$ cat config.mk
export PLATFORM = sky130hd
export DESIGN_NAME = script_token_scanner
export DESIGN_NICKNAME = d
export VERILOG_FILES = /design/src/rtl/core/sts_pkg.sv /design/src/rtl/core/sts_front.sv /design/src/rtl/core/sts_fifo.sv /design/src/rtl/core/sts_back.sv /design/src/rtl/core/script_token_scanner.sv
export SDC_FILE = /design/constraint.sdc
export NUM_CORES = 2
export LEC_CHECK = 0
export BUFFER_PORTS_ARGS = -buffer_cell sky130_fd_sc_hd__buf_2
export CORE_ASPECT_RATIO = 0.9
export CORE_UTILIZATION = 55
export DETAILED_ROUTE_END_ITERATION = 10
export GPL_TIMING_DRIVEN = 0
export PLACE_DENSITY = 0.76
export SYNTH_ARGS = -nofsm -noshare
export SYNTH_HDL_FRONTEND = slang
export SYNTH_SLANG_ARGS = --single-unit
export TNS_END_PERCENT = 10
$ cat constraint.sdc
create_clock -name clk -period 35.7 [get_ports clk]
set_clock_uncertainty 0.15 [all_clocks]
set_input_delay 1.785 -clock clk [delete_from_list [all_inputs] [get_ports clk]]
set_output_delay 1.785 -clock clk [all_outputs]
set_load 0.03 [all_outputs]
$ cat src/rtl/core/sts_pkg.sv
// ----------------------------------------------------------------------------
// Script token scanner package
// Token kinds, error codes, scan modes, character classes and keyword table.
// ----------------------------------------------------------------------------
package sts_pkg;

    localparam int KIND_W = 6;
    localparam int ERR_W  = 2;

    localparam logic [5:0] K_LPAREN = 6'd0;
    localparam logic [5:0] K_RPAREN = 6'd1;
    localparam logic [5:0] K_LBRACE = 6'd2;
    localparam logic [5:0] K_RBRACE = 6'd3;
    localparam logic [5:0] K_SEMI   = 6'd4;
    localparam logic [5:0] K_COMMA  = 6'd5;
    localparam logic [5:0] K_DOT    = 6'd6;
    localparam logic [5:0] K_PLUS   = 6'd8;
    localparam logic [5:0] K_MINUS  = 6'd9;
    localparam logic [5:0] K_STAR   = 6'd10;
    localparam logic [5:0] K_SLASH  = 6'd11;
    localparam logic [5:0] K_BANG   = 6'd12;
    localparam logic [5:0] K_ASSIGN = 6'd14;
    localparam logic [5:0] K_LESS   = 6'd16;
    localparam logic [5:0] K_GREATER = 6'd18;
    localparam logic [5:0] K_IDENT  = 6'd20;
    localparam logic [5:0] K_STRING = 6'd21;
    localparam logic [5:0] K_INT    = 6'd22;
    localparam logic [5:0] K_FLOAT  = 6'd23;
    localparam logic [5:0] K_KW0    = 6'd24;
    localparam logic [5:0] K_ERROR  = 6'd37;
    localparam logic [5:0] K_EOF    = 6'd38;

    localparam logic [1:0] E_NONE       = 2'd0;
    localparam logic [1:0] E_UNEXPECTED = 2'd1;
    localparam logic [1:0] E_UNTERM     = 2'd2;

    localparam logic [7:0] CH_TAB   = 8'h09;
    localparam logic [7:0] CH_NL    = 8'h0a;
    localparam logic [7:0] CH_CR    = 8'h0d;
    localparam logic [7:0] CH_SPACE = 8'h20;
    localparam logic [7:0] CH_QUOTE = 8'h22;
    localparam logic [7:0] CH_DOT   = 8'h2e;
    localparam logic [7:0] CH_SLASH = 8'h2f;
    localparam logic [7:0] CH_EQ    = 8'h3d;
    localparam logic [7:0] CH_BANG  = 8'h21;
    localparam logic [7:0] CH_LT    = 8'h3c;
    localparam logic [7:0] CH_GT    = 8'h3e;
    localparam logic [7:0] CH_NUL   = 8'h00;

    typedef enum logic [3:0] {
        M_IDLE, M_IDENT, M_INT, M_INT_DOT, M_FRAC, M_OP, M_SLASH, M_COMMENT, M_STRING
    } mode_t;

    typedef struct packed {
        logic full;
        logic empty;
    } q_status_t;

    localparam int NUM_KW = 13;

    localparam logic [47:0] KW_TEXT [NUM_KW] = '{
        "and   ", "do    ", "else  ", "false ", "fn    ", "if    ", "let   ",
        "null  ", "or    ", "return", "true  ", "then  ", "while "
    };

    localparam logic [2:0] KW_LEN [NUM_KW] = '{
        3'd3, 3'd2, 3'd4, 3'd5, 3'd2, 3'd2, 3'd3, 3'd4, 3'd2, 3'd6, 3'd4, 3'd4, 3'd5
    };

    function automatic logic is_alpha(logic [7:0] c);
        return (c >= 8'h61 && c <= 8'h7a) || (c >= 8'h41 && c <= 8'h5a) || c == 8'h5f;
    endfunction

    function automatic logic is_digit(logic [7:0] c);
        return c >= 8'h30 && c <= 8'h39;
    endfunction

    function automatic logic [5:0] op_base(logic [7:0] p);
        logic [5:0] k;
        case (p)
            CH_DOT:  k = K_DOT;
            CH_BANG: k = K_BANG;
            CH_EQ:   k = K_ASSIGN;
            CH_LT:   k = K_LESS;
            default: k = K_GREATER;
        endcase
        return k;
    endfunction

    function automatic logic [5:0] ident_kind(logic [47:0] w, logic [2:0] n, logic short_word);
        logic [5:0] k;
        logic       hit;
        k = K_IDENT;
        for (int j = 0; j < NUM_KW; j++) begin
            hit = short_word && (n == KW_LEN[j]);
            for (int i = 0; i < 6; i++) begin
                if (3'(i) < n && w[8*i +: 8] != KW_TEXT[j][8*(5-i) +: 8]) begin
                    hit = 1'b0;
                end
            end
            if (hit) begin
                k = K_KW0 + 6'(j);
            end
        end
        return k;
    endfunction

endpackage

$ cat src/rtl/core/sts_front.sv
// ----------------------------------------------------------------------------
// Scanner front end
// Classifies one byte per cycle while the queue has room and emits a record of up to three results.
// ----------------------------------------------------------------------------
module sts_front #(
    parameter int OFFSET_BITS    = 24,
    parameter int POS_BITS       = 16,
    parameter int KEYWORD_WINDOW = 7
) (
    input  logic       clk,
    input  logic       rst_n,
    input  logic       in_valid,
    input  logic [7:0] in_char,
    input  sts_pkg::q_status_t q_status,
    output logic       in_ready,
    output logic       push,
    output logic [2+3*(8+OFFSET_BITS+3*POS_BITS)-1:0] rec
);
    import sts_pkg::*;

    localparam int RES_W = KIND_W + OFFSET_BITS + 3 * POS_BITS + ERR_W;
    localparam int IW    = $clog2(KEYWORD_WINDOW);

    mode_t                  mode_reg, mode_next;
    logic [OFFSET_BITS-1:0] ts_reg, ts_next;
    logic [OFFSET_BITS-1:0] off_reg, off_next;
    logic [POS_BITS-1:0]    len_reg, len_next;
    logic [POS_BITS-1:0]    line_reg, line_next;
    logic [POS_BITS-1:0]    col_reg, col_next;
    logic [POS_BITS-1:0]    scol_reg, scol_next;
    logic [7:0]             pend_reg, pend_next;
    logic [7:0]             win_reg [KEYWORD_WINDOW];

    logic             win_we;
    logic [IW-1:0]    win_idx;
    logic [7:0]       win_d;
    logic [RES_W-1:0] res [3];
    logic [1:0]       cnt;
    logic             do_idle, do_op, ext, accept;
    logic [5:0]       id_kind, pk;
    logic [47:0]      w;
    logic [7:0]       c;

    function automatic logic [POS_BITS-1:0] sat_pos(logic [POS_BITS-1:0] v);
        return (&v) ? v : v + 1'b1;
    endfunction

    function automatic logic [OFFSET_BITS-1:0] sat_off(logic [OFFSET_BITS-1:0] v);
        return (&v) ? v : v + 1'b1;
    endfunction

    function automatic logic [RES_W-1:0] pack_res(logic [5:0] k, logic [OFFSET_BITS-1:0] o,
        logic [POS_BITS-1:0] l, logic [POS_BITS-1:0] ln, logic [POS_BITS-1:0] cl,
        logic [1:0] e);
        return {e, cl, ln, l, o, k};
    endfunction

    assign c        = in_char;
    assign in_ready = !q_status.full;
    assign accept   = in_valid && in_ready;
    assign push     = accept && (cnt != 2'd0);
    assign rec      = {cnt, res[2], res[1], res[0]};

    always_comb
    begin
        for (int i = 0; i < 6; i++) begin
            w[8*i +: 8] = win_reg[i];
        end
        id_kind = ident_kind(w, len_reg[2:0], len_reg <= POS_BITS'(6));
    end

    always_comb
    begin
        mode_next = mode_reg;
        ts_next   = ts_reg;
        off_next  = off_reg;
        len_next  = len_reg;
        line_next = line_reg;
        col_next  = col_reg;
        scol_next = scol_reg;
        pend_next = pend_reg;
        win_we    = 1'b0;
        win_idx   = '0;
        win_d     = c;
        cnt       = 2'd0;
        res[0]    = '0;
        res[1]    = '0;
        res[2]    = '0;
        do_idle   = 1'b0;
        do_op     = 1'b0;
        ext       = 1'b0;
        pk        = K_LPAREN;
        if (c == CH_NUL) begin
            case (mode_reg)
                M_IDENT:
                begin
                    res[cnt] = pack_res(id_kind, ts_reg, len_reg, line_reg, scol_reg, E_NONE);
                    cnt = cnt + 2'd1;
                end
                M_INT:
                begin
                    res[cnt] = pack_res(K_INT, ts_reg, len_reg, line_reg, scol_reg, E_NONE);
                    cnt = cnt + 2'd1;
                end
                M_INT_DOT:
                begin
                    res[cnt] = pack_res(K_INT, ts_reg, len_reg, line_reg, scol_reg, E_NONE);
                    cnt = cnt + 2'd1;
                    res[cnt] = pack_res(K_DOT, (off_reg != '0) ? off_reg - 1'b1 : '0,
                                        POS_BITS'(1), line_reg, col_reg, E_NONE);
                    cnt = cnt + 2'd1;
                end
                M_FRAC:
                begin
                    res[cnt] = pack_res(K_FLOAT, ts_reg, len_reg, line_reg, scol_reg, E_NONE);
                    cnt = cnt + 2'd1;
                end
                M_OP:
                begin
                    res[cnt] = pack_res(op_base(pend_reg), ts_reg, len_reg, line_reg,
                                        scol_reg, E_NONE);
                    cnt = cnt + 2'd1;
                end
                M_SLASH:
                begin
                    res[cnt] = pack_res(K_SLASH, ts_reg, len_reg, line_reg, scol_reg, E_NONE);
                    cnt = cnt + 2'd1;
                end
                M_STRING:
                begin
                    res[cnt] = pack_res(K_ERROR, ts_reg, len_reg, line_reg, sat_pos(col_reg),
                                        E_UNTERM);
                    cnt = cnt + 2'd1;
                end
                default:
                begin
                end
            endcase
            res[cnt] = pack_res(K_EOF, off_reg, '0, line_reg, sat_pos(col_reg), E_NONE);
            cnt = cnt + 2'd1;
            mode_next = M_IDLE;
            ts_next   = '0;
            off_next  = '0;
            len_next  = '0;
            line_next = POS_BITS'(1);
            col_next  = '0;
            scol_next = '0;
            pend_next = '0;
        end else begin
            case (mode_reg)
                M_IDENT:
                begin
                    if (is_alpha(c) || is_digit(c)) begin
                        ext = 1'b1;
                    end else begin
                        res[cnt] = pack_res(id_kind, ts_reg, len_reg, line_reg, scol_reg,
                                            E_NONE);
                        cnt = cnt + 2'd1;
                        do_idle = 1'b1;
                    end
                end
                M_INT:
                begin
                    if (is_digit(c)) begin
                        ext = 1'b1;
                    end else if (c == CH_DOT) begin
                        col_next  = sat_pos(col_next);
                        mode_next = M_INT_DOT;
                    end else begin
                        res[cnt] = pack_res(K_INT, ts_reg, len_reg, line_reg, scol_reg, E_NONE);
                        cnt = cnt + 2'd1;
                        do_idle = 1'b1;
                    end
                end
                M_INT_DOT:
                begin
                    if (is_digit(c)) begin
                        len_next  = sat_pos(len_next);
                        ext       = 1'b1;
                        mode_next = M_FRAC;
                    end else begin
                        res[cnt] = pack_res(K_INT, ts_reg, len_reg, line_reg, scol_reg, E_NONE);
                        cnt = cnt + 2'd1;
                        ts_next   = (off_reg != '0) ? off_reg - 1'b1 : '0;
                        scol_next = col_reg;
                        len_next  = POS_BITS'(1);
                        pend_next = CH_DOT;
                        do_op     = 1'b1;
                    end
                end
                M_FRAC:
                begin
                    if (is_digit(c)) begin
                        ext = 1'b1;
                    end else begin
                        res[cnt] = pack_res(K_FLOAT, ts_reg, len_reg, line_reg, scol_reg,
                                            E_NONE);
                        cnt = cnt + 2'd1;
                        do_idle = 1'b1;
                    end
                end
                M_OP:
                begin
                    do_op = 1'b1;
                end
                M_SLASH:
                begin
                    if (c == CH_SLASH) begin
                        col_next  = sat_pos(col_next);
                        mode_next = M_COMMENT;
                    end else begin
                        res[cnt] = pack_res(K_SLASH, ts_reg, len_reg, line_reg, scol_reg,
                                            E_NONE);
                        cnt = cnt + 2'd1;
                        do_idle = 1'b1;
                    end
                end
                M_COMMENT:
                begin
                    if (c != CH_NL) begin
                        col_next = sat_pos(col_next);
                    end else begin
                        do_idle = 1'b1;
                    end
                end
                M_STRING:
                begin
                    if (c == CH_QUOTE) begin
                        res[cnt] = pack_res(K_STRING, ts_reg, sat_pos(len_reg), line_reg,
                                            scol_reg, E_NONE);
                        cnt = cnt + 2'd1;
                        ext = 1'b1;
                        mode_next = M_IDLE;
                    end else if (c != CH_NL) begin
                        ext = 1'b1;
                    end else begin
                        res[cnt] = pack_res(K_ERROR, ts_reg, len_reg, line_reg,
                                            sat_pos(col_reg), E_UNTERM);
                        cnt = cnt + 2'd1;
                        do_idle = 1'b1;
                    end
                end
                default:
                begin
                    do_idle = 1'b1;
                end
            endcase

            if (do_op) begin
                if (c == ((pend_next == CH_DOT) ? CH_DOT : CH_EQ)) begin
                    res[cnt] = pack_res(op_base(pend_next) + 6'd1, ts_next, sat_pos(len_next),
                                        line_reg, scol_next, E_NONE);
                    cnt = cnt + 2'd1;
                    ext = 1'b1;
                    mode_next = M_IDLE;
                end else begin
                    res[cnt] = pack_res(op_base(pend_next), ts_next, len_next, line_reg,
                                        scol_next, E_NONE);
                    cnt = cnt + 2'd1;
                    do_idle = 1'b1;
                end
            end

            if (ext) begin
                col_next = sat_pos(col_next);
                if (len_next < POS_BITS'(KEYWORD_WINDOW)) begin
                    win_we  = 1'b1;
                    win_idx = len_next[IW-1:0];
                end
                len_next = sat_pos(len_next);
            end

            if (do_idle) begin
                mode_next = M_IDLE;
                if (c == CH_SPACE || c == CH_CR || c == CH_TAB) begin
                    col_next = sat_pos(col_next);
                end else if (c == CH_NL) begin
                    line_next = sat_pos(line_next);
                    col_next  = '0;
                end else begin
                    col_next = sat_pos(col_next);
                    case (c)
                        8'h28:   pk = K_LPAREN;
                        8'h29:   pk = K_RPAREN;
                        8'h7b:   pk = K_LBRACE;
                        8'h7d:   pk = K_RBRACE;
                        8'h3b:   pk = K_SEMI;
                        8'h2c:   pk = K_COMMA;
                        8'h2b:   pk = K_PLUS;
                        8'h2d:   pk = K_MINUS;
                        8'h2a:   pk = K_STAR;
                        default: pk = K_ERROR;
                    endcase
                    if (is_alpha(c) || is_digit(c) || c == CH_QUOTE || c == CH_SLASH ||
                        c == CH_DOT || c == CH_BANG || c == CH_EQ || c == CH_LT ||
                        c == CH_GT || pk != K_ERROR) begin
                        ts_next   = off_reg;
                        scol_next = col_next;
                        len_next  = POS_BITS'(1);
                        win_we    = 1'b1;
                        win_idx   = '0;
                        if (is_alpha(c)) begin
                            mode_next = M_IDENT;
                        end else if (is_digit(c)) begin
                            mode_next = M_INT;
                        end else if (c == CH_QUOTE) begin
                            mode_next = M_STRING;
                        end else if (c == CH_SLASH) begin
                            mode_next = M_SLASH;
                        end else if (pk == K_ERROR) begin
                            mode_next = M_OP;
                            pend_next = c;
                        end else begin
                            res[cnt] = pack_res(pk, off_reg, POS_BITS'(1), line_reg, col_next,
                                                E_NONE);
                            cnt = cnt + 2'd1;
                        end
                    end else begin
                        res[cnt] = pack_res(K_ERROR, off_reg, POS_BITS'(1), line_reg,
                                            col_next, E_UNEXPECTED);
                        cnt = cnt + 2'd1;
                    end
                end
            end
            off_next = sat_off(off_reg);
        end
    end

    always_ff @(posedge clk or negedge rst_n)
    begin
        if (!rst_n) begin
            mode_reg <= M_IDLE;
            ts_reg   <= '0;
            off_reg  <= '0;
            len_reg  <= '0;
            line_reg <= POS_BITS'(1);
            col_reg  <= '0;
            scol_reg <= '0;
            pend_reg <= '0;
        end else if (accept) begin
            mode_reg <= mode_next;
            ts_reg   <= ts_next;
            off_reg  <= off_next;
            len_reg  <= len_next;
            line_reg <= line_next;
            col_reg  <= col_next;
            scol_reg <= scol_next;
            pend_reg <= pend_next;
        end
    end

    always_ff @(posedge clk)
    begin
        if (accept && win_we) begin
            win_reg[win_idx] <= win_d;
        end
    end

endmodule

$ cat src/rtl/core/sts_fifo.sv
// ----------------------------------------------------------------------------
// Scanner record queue
// Short queue of result records between the front end and the back end.
// ----------------------------------------------------------------------------
module sts_fifo #(
    parameter int WIDTH = 8,
    parameter int DEPTH = 4
) (
    input  logic             clk,
    input  logic             rst_n,
    input  logic             push,
    input  logic [WIDTH-1:0] din,
    input  logic             pop,
    output logic [WIDTH-1:0] dout,
    output sts_pkg::q_status_t status
);
    import sts_pkg::*;

    localparam int AW = $clog2(DEPTH);

    logic [WIDTH-1:0] mem [DEPTH];
    logic [AW-1:0]    wr_reg, wr_next;
    logic [AW-1:0]    rd_reg, rd_next;
    logic [AW:0]      cnt_reg, cnt_next;

    assign status.full  = (cnt_reg == (AW+1)'(DEPTH));
    assign status.empty = (cnt_reg == '0);
    assign dout         = mem[rd_reg];

    always_comb
    begin
        wr_next  = wr_reg;
        rd_next  = rd_reg;
        cnt_next = cnt_reg;
        if (push) begin
            wr_next = (wr_reg == AW'(DEPTH - 1)) ? '0 : wr_reg + 1'b1;
        end
        if (pop) begin
            rd_next = (rd_reg == AW'(DEPTH - 1)) ? '0 : rd_reg + 1'b1;
        end
        if (push && !pop) begin
            cnt_next = cnt_reg + 1'b1;
        end else if (pop && !push) begin
            cnt_next = cnt_reg - 1'b1;
        end
    end

    always_ff @(posedge clk or negedge rst_n)
    begin
        if (!rst_n) begin
            wr_reg  <= '0;
            rd_reg  <= '0;
            cnt_reg <= '0;
        end else begin
            wr_reg  <= wr_next;
            rd_reg  <= rd_next;
            cnt_reg <= cnt_next;
        end
    end

    always_ff @(posedge clk)
    begin
        if (push) begin
            mem[wr_reg] <= din;
        end
    end

endmodule

$ cat src/rtl/core/sts_back.sv
// ----------------------------------------------------------------------------
// Scanner back end
// Unpacks each record into result beats, one per cycle while out_ready is high, marking the last.
// ----------------------------------------------------------------------------
module sts_back #(
    parameter int OFFSET_BITS = 24,
    parameter int POS_BITS    = 16
) (
    input  logic clk,
    input  logic rst_n,
    input  logic [2+3*(8+OFFSET_BITS+3*POS_BITS)-1:0] rec,
    input  sts_pkg::q_status_t q_status,
    output logic pop,
    output logic out_valid,
    input  logic out_ready,
    output logic [8+OFFSET_BITS+3*POS_BITS-1:0] out_data,
    output logic out_last
);
    import sts_pkg::*;

    localparam int RES_W = KIND_W + OFFSET_BITS + 3 * POS_BITS + ERR_W;
    localparam int REC_W = 2 + 3 * RES_W;

    logic [REC_W-1:0] rec_reg;
    logic [1:0]       idx_reg;
    logic             busy_reg;
    logic             load, beat_done;
    logic [1:0]       rec_cnt;

    assign rec_cnt   = rec_reg[REC_W-1 -: 2];
    assign out_valid = busy_reg;
    assign out_data  = rec_reg[idx_reg * RES_W +: RES_W];
    assign out_last  = (idx_reg == rec_cnt - 2'd1);
    assign beat_done = busy_reg && out_ready;
    assign load      = !busy_reg || (beat_done && out_last);
    assign pop       = load && !q_status.empty;

    always_ff @(posedge clk or negedge rst_n)
    begin
        if (!rst_n) begin
            busy_reg <= 1'b0;
            idx_reg  <= '0;
        end else if (load) begin
            busy_reg <= !q_status.empty;
            idx_reg  <= '0;
        end else if (beat_done) begin
            idx_reg <= idx_reg + 2'd1;
        end
    end

    always_ff @(posedge clk)
    begin
        if (pop) begin
            rec_reg <= rec;
        end
    end

endmodule

$ cat src/rtl/core/script_token_scanner.sv
// ----------------------------------------------------------------------------
// Script token scanner
// Cuts a byte stream into tokens with position information.
// ----------------------------------------------------------------------------
// Accepts one byte per cycle while the queue has room; result beats are held while m_tready is low.
// A byte's first result goes through the queue and the back-end record register before output.
// A byte causes up to three results; the four-record queue absorbs bursts.
// Reset clears the scan state and the queue at once; no clearing pass.
module script_token_scanner #(
    parameter int OFFSET_BITS    = 24,
    parameter int POS_BITS       = 16,
    parameter int KEYWORD_WINDOW = 7
) (
    input  logic       clk,
    input  logic       rst_n,
    input  logic       s_tvalid,
    output logic       s_tready,
    input  logic [7:0] s_tdata,    // char_code
    output logic       m_tvalid,
    input  logic       m_tready,
    // token_kind, start_offset, token_length, line_number, column_number, error_kind
    output logic [((8+OFFSET_BITS+3*POS_BITS+7)/8)*8-1:0] m_tdata,
    output logic       m_tlast
);
    import sts_pkg::*;

    localparam int RES_W  = KIND_W + OFFSET_BITS + 3 * POS_BITS + ERR_W;
    localparam int REC_W  = 2 + 3 * RES_W;
    localparam int DATA_W = ((RES_W + 7) / 8) * 8;

    q_status_t        q_status;
    logic             push, pop;
    logic [REC_W-1:0] rec_in, rec_out;
    logic [RES_W-1:0] res_data;

    sts_front #(
        .OFFSET_BITS   (OFFSET_BITS),
        .POS_BITS      (POS_BITS),
        .KEYWORD_WINDOW(KEYWORD_WINDOW)
    ) u_front (
        .clk     (clk),
        .rst_n   (rst_n),
        .in_valid(s_tvalid),
        .in_char (s_tdata),
        .q_status(q_status),
        .in_ready(s_tready),
        .push    (push),
        .rec     (rec_in)
    );

    sts_fifo #(
        .WIDTH(REC_W),
        .DEPTH(4)
    ) u_fifo (
        .clk   (clk),
        .rst_n (rst_n),
        .push  (push),
        .din   (rec_in),
        .pop   (pop),
        .dout  (rec_out),
        .status(q_status)
    );

    sts_back #(
        .OFFSET_BITS(OFFSET_BITS),
        .POS_BITS   (POS_BITS)
    ) u_back (
        .clk      (clk),
        .rst_n    (rst_n),
        .rec      (rec_out),
        .q_status (q_status),
        .pop      (pop),
        .out_valid(m_tvalid),
        .out_ready(m_tready),
        .out_data (res_data),
        .out_last (m_tlast)
    );

    assign m_tdata = DATA_W'(res_data);

endmodule

======== Word-level counts from Yosys, hierarchy flattened ========
Memories as Yosys holds them, arrays and structs flattened. A register that Yosys moved wholly into a read port is not among the register bits.
Index checks and enable logic that the tools add are counted.
word-level totals
  RAM bits ................................ 1024
  output and inout bits ................... 83
  bits of input ports ..................... 12
  memories ................................ 2
  flip-flop bits (word level) ............. 134
memory list
  name             depth  width  rd ports  clocked after Yosys merged registers in  write ports  line             source
  u_fifo.mem       4      242    1         1                                        1            sts_fifo.sv:21   logic [WIDTH-1:0] mem [DEPTH];
  u_front.win_reg  7      8      6         0                                        1            sts_front.sv:32  logic [7:0] win_reg [KEYWORD_WINDOW];
cells by class
  $mul .................................... 1
  $add $sub $neg .......................... 18
  order comparisons ....................... 20
  muxes and demuxes ....................... 291
  equal/unequal tests ..................... 92
  reductions and logical operators ........ 99
  bitwise operators ....................... 3
  shift operators ......................... 1
operator list
  operator                 number
  $mux W240                13
  $bwmux W240              5
  $pmux W80 S6             2
  $mux W80                 9
  $mux W16                 38
  $demux W80 S2            3
  $mux W78                 6
  $ne A8 B7 Y1 const B     35
  $mux W24                 11
  $shiftx A242 B10 Y80     1
  $eq A8 B6 Y1 const B     23
  $mux W1                  111
  $mux W8                  13
  $add A16 B1 Y16 const B  6
  $mux W4                  24
  $reduce_and A16 Y1       6
  $mux W6                  15
  $logic_and A1 B1 Y1      58
  $pmux W6 S9              1
  $pmux W16 S3             1
  $mux W2                  20
  $pmux W5 S4              2
  $ne A8 B6 Y1 const B     4
  $mux W3                  10
  other kinds (54)         108

======== Depth between registers and ports, before layout ========
An unclocked memory read counts as a cell.
  word-level depth ........................ 40
  gate-level depth with buffers ........... 25
  gate-level depth less buffers ........... 20

======== Cells and area by module ========
From an unflattened synthesis, not the netlist that was laid out.
unflattened totals
  cell total of the unflattened synthesis .. 4207
  area total of the unflattened synthesis .. 61913.1 um^2
modules (own cells, without submodules)
  module     cells each  times used  area an instance (um^2)  sequential area each (um^2)
  sts_fifo   1301        1           35313.9                  29243.0
  sts_front  2373        1           17433.0                  4545.6
  sts_back   533         1           9166.3                   7342.0

======== Worst setup path before layout ========
No wires, ideal clock.
  path kind ............................... input to register
  start point ............................. input m_tready
  end point ............................... register u_fifo.cnt_reg[1]
  arrival ................................. 14.430 ns
  setup slack ............................. 20.995 ns
  path buffers ............................ 0
  required time ........................... 35.425 ns
  library setup time ...................... 0.125 ns
  stages on the path ...................... 7
  path through ............................ nand2_1 -> a21oi_1 -> inv_1 -> ha_1 -> inv_1 -> fa_1 -> mux2_2
on the way
  longest elaborated chain between the ends .. 7
RTL lines
  element                 line                        source
  start: declaration      script_token_scanner.sv:20  input logic m_tready,
  $logic_and A1 B1 Y1     sts_back.sv:34              assign beat_done = busy_reg && out_ready;
  $logic_and A1 B1 Y1     sts_back.sv:35              assign load = !busy_reg || (beat_done && out_last);
  $logic_or A1 B1 Y1      sts_back.sv:35
  $logic_and A1 B1 Y1     sts_back.sv:36              assign pop = load && !q_status.empty;
  via pop                 script_token_scanner.sv:32  logic push, pop;
  $logic_not A1 Y1        sts_fifo.sv:41              if (push && !pop) begin
  $logic_and A1 B1 Y1     sts_fifo.sv:41
  $mux W3                 sts_fifo.sv:41
  via u_fifo.cnt_next[1]  sts_fifo.sv:24              logic [AW:0] cnt_reg, cnt_next;
  end signal: assignment  sts_fifo.sv:57              cnt_reg <= cnt_next;
  end: declaration        sts_fifo.sv:24
The timed path passes the listed nets, and every way through them passes these cells.
A chain may end at the register's enable or synchronous reset.

======== Worst setup path after layout ========
  start point ............................. input s_tdata[6]
  end point ............................... memory u_fifo.mem[1][63] (netlist bit) (data pin)
on the way
  longest elaborated chain between the ends .. 28
RTL lines
  element                                                                   line                        source
  start: declaration                                                        script_token_scanner.sv:18  input logic [7:0] s_tdata,
  parallel branches: the longest is 27 deep, another holds $add A16 B1 Y16  -
  $mux W240 *                                                               sts_front.sv:93             if (c == CH_NUL) begin
  via rec_in[63]                                                            script_token_scanner.sv:33  logic [REC_W-1:0] rec_in, rec_out;
  end: declaration                                                          sts_fifo.sv:21
Mark *: on every way through the listed nets, which the timed path passes. The select of a mux whose other input is x is not followed.

==> flow_summary.json <==
{
  "yosysWarnings": 0,
  "cp.arrival_ns": 9.43,
  "crit_slowest_cell": "nor4b_1",
  "die_area_mm2": 0.1073,
  "rsz0062_at_grt": "no",
  "num_rows": 112,
  "p_leak_nw": 21.74,
  "avgRoutedWirePerCell_um": 29.21,
  "tightest_slew_ns": 1.519,
  "cts.repair.resized": 0,
  "cap_violations": 1,
  "report.final.slew_viol_count": 10,
  "clk_pin_slew_ns": 0.06,
  "dieHeight_um": 310.9,
  "cellPowerDensity_mw_per_mm2": 83.27,
  "crit_type": "in2reg",
  "cts_hold_buf": 0,
  "num_io_pins": 95,
  "grt_first_pass_wirelength_um": 250000,
  "violations": "capacitance limit, slew limit",
  "vias_per_cell": 6.633,
  "cts_made_buffers": 120,
  "max_stage_delay_ns": 0.98,
  "cts_tree": "yes",
  "synth.avg_cell_area_um2": 14.23,
  "path_cells": "buf_2, buf_6, nor4b_1, a31o_2, nand4_2, buf_6, clkbuf_1, nor2_1, xnor2_1, inv_1, ha_1, inv_1, nor2_1, nand2_1, nand2_1, xnor2_1, ha_1, or4b_1, buf_2, nor2_1, nand2_1, nor2_2, mux2i_1, o221ai_1",
  "post-route-period-util": 0.2591,
  "initial_core_util": 0.5584,
  "io_buffers": 94,
  "dp_hpwl_um": 117900,
  "synth.cell_area_mm2": 0.05829,
  "status": "complete, but fails checks",
  "synth-seq-area-share": 0.6592,
  "drtAntennaViolNets": 0,
  "fmax_ghz": 0.1081,
  "seq_area_mm2": 0.03843,
  "hold_violations": 0,
  "drt_iter0_drc": 4902,
  "worstPathRequired_ns": 35.88,
  "multiInputGateArea_mm2": 0.01888,
  "synthArstFlopShare": 0.1029,
  "path_buf_inv": 7,
  "grt_max_degree": 98,
  "grt_use_total": 0.3159,
  "synth_edf_count": 1168,
  "wl_um": 171500,
  "place_ws_ns": 26.20,
  "area_delta_synth_final_pct": 12.23,
  "insertion_delay_ns": 0.75,
  "chipWidth_um": 345.2,
  "yosysUniqueCellTypes": 105,
  "grt_pass1_vias": 37596,
  "fillers": 7526,
  "diodes": 0,
  "dr.pass1.iters": 7,
  "layout_min_cycle_time_ns": 9.251,
  "slew_headroom": -0.01652,
  "gr-total-overflow": 0,
  "start_kind": "primary input",
  "ir_drop_v": 0.00005120,
  "path_delay_family": "simple AND/OR/NAND/NOR gates",
  "final_layout_size_suffix_gt1_frac": 0.1413,
  "end_kind": "flip-flop",
  "syn_inst": 4096,
  "ys.flop_type": "edfxtp_1",
  "cts_root_buf": "clkbuf_16",
  "vias": 38928,
  "setup_slack_ns": 26.45,
  "fin_tns_setup_ns": 0,
  "critPathMaxFanout": 10,
  "min_path_type": "reg2reg",
  "largest_reg_flops": 896,
  "antenna_found_initial": 2,
  "post_cts_buffers": 0,
  "gp_congestion": 1.010,
  "cts.sinks": 1302,
  "setup_violations": 0,
  "h-tree-depth": 3,
  "cts_max_path_buffers": 3,
  "ys_ff_latch": 1302,
  "coreArea_mm2": 0.1044,
  "layout.nets": 4434,
  "drc_errors": 0
}
==> final timing paths <==
path	end	startpoint	slack, ns	depth (start not counted)
worst max-delay path	u_fifo.mem[1][63]	s_tdata[6]	26.45	24
worst min-delay path	u_fifo.cnt_reg[2]	u_fifo.cnt_reg[2]	0.34	1
worst max register to register	u_fifo.mem[1][63]	u_front.col_reg[1]	27.24	21
worst min register to register	u_fifo.cnt_reg[2]	u_fifo.cnt_reg[2]	0.34	1
max in group asynchronous	u_front.pend_reg[3]	rst_n	33.61	2
min in group asynchronous	u_front.scol_reg[1]	rst_n	0.81	1
==> synth_stat cells (50+ instances only) <==
cell         n  area share
edfxtp_1  1168        0.60
nand2_1    344       0.022
o21ai_0    288       0.025
nor2_1     275       0.018
mux4_2     226       0.087
clkbuf_1   200       0.013
a21oi_1    180       0.015
dfrtp_1    133       0.057
mux2i_1    107       0.018
nor3_1      99      0.0085
and2_1      96       0.010
nand3_1     84      0.0072
buf_1       50      0.0032
==> report_power, final <==
part | switching, mW | leakage (nW) | total [mW] | internal (mW)
Clock | 0.574 | 1.94 | 1.29 | 0.713
Sequential | 0.106 | 12.6 | 2.26 | 2.15
Combinational | 1.30 | 7.16 | 1.90 | 0.604
==> per-stage QoR <==
step,instances,util,hold WS [ns],area (µm²),power [mW]
finish,5869,0.6266,0.3420,65420,5.448
global route,5869,0.6266,0.3642,65420,5.618
CTS,5869,0.6266,0.3465,65410,5.431
detailed placement,5642,0.5885,0.3332,61440,4.149
global placement,5613,0.5812,0.3270,60680,4.223
floorplan,4151,-,0.3126,58500,3.498
==> routing by layer <==
layer	up-vias	global-route usage	part of all wire
met2	2340	0.4919	0.46
met3	368	0.07311	0.10
li1	16600	-	-
met4	2	0.1135	0.039
met5	-	0	0.000099
met1	19618	0.4388	0.40
==> logic make-up (layout without fill, tap and decap cells) <==
group	after synthesis	count (layout)	share of synthesized area
flops	1302	1302	0.6592
simple gates	1164	1164	0.09848
compound gates	855	855	0.09365
mux	345	345	0.1080
buf+inv	311	661	0.02106
xor+xnor	92	92	0.01382
fa+ha+maj	26	26	0.005709
other cells	1	56	0.00006433
==> worst register-to-register path, cell delays in order, from the launching register on <==
cell and delay [ns]:
dfrtp_1 0.60, ha_1 0.22, clkbuf_2 0.22, nand4_1 0.36
nor3_1 0.53, nand2_1 0.43, mux2i_1 0.68, o21ai_0 0.24
ha_1 0.35, inv_1 0.14, nor2_1 0.09, nand2_1 0.22
nand2_1 0.12, xnor2_1 0.36, ha_1 0.31, or4b_1 0.44
buf_2 0.20, nor2_1 0.40, nand2_1 0.27, nor2_2 0.40
mux2i_1 0.77, o221ai_1 0.54
==> cell type report <==
class | count | share of cell area
well taps | 1368 | 0.02616
clock inverters | 81 | 0.01195
repair buffers | 123 | 0.01827
flip-flops and latches | 1302 | 0.5874
plain buffers | 267 | 0.01624
clock buffers | 146 | 0.04879
inverters | 44 | 0.002525
multi-input cells | 2538 | 0.2887
==> cell usage in the layout, fill, tap and decap left out, types with 50 or more instances in the layout <==
cell       instances
nand2_1          344
mux4_2           226
a21oi_1          179
clkbuf_1         218
nand3_1           84
and2_1            92
dfrtp_1          133
buf_1             50
conb_1            56
o21ai_0          288
clkbuf_16        121
nor3_1            98
nor2_1           275
edfxtp_1        1168
buf_2            102
mux2i_1          107
No activity file was read; power rests on OpenSTA's default activity.
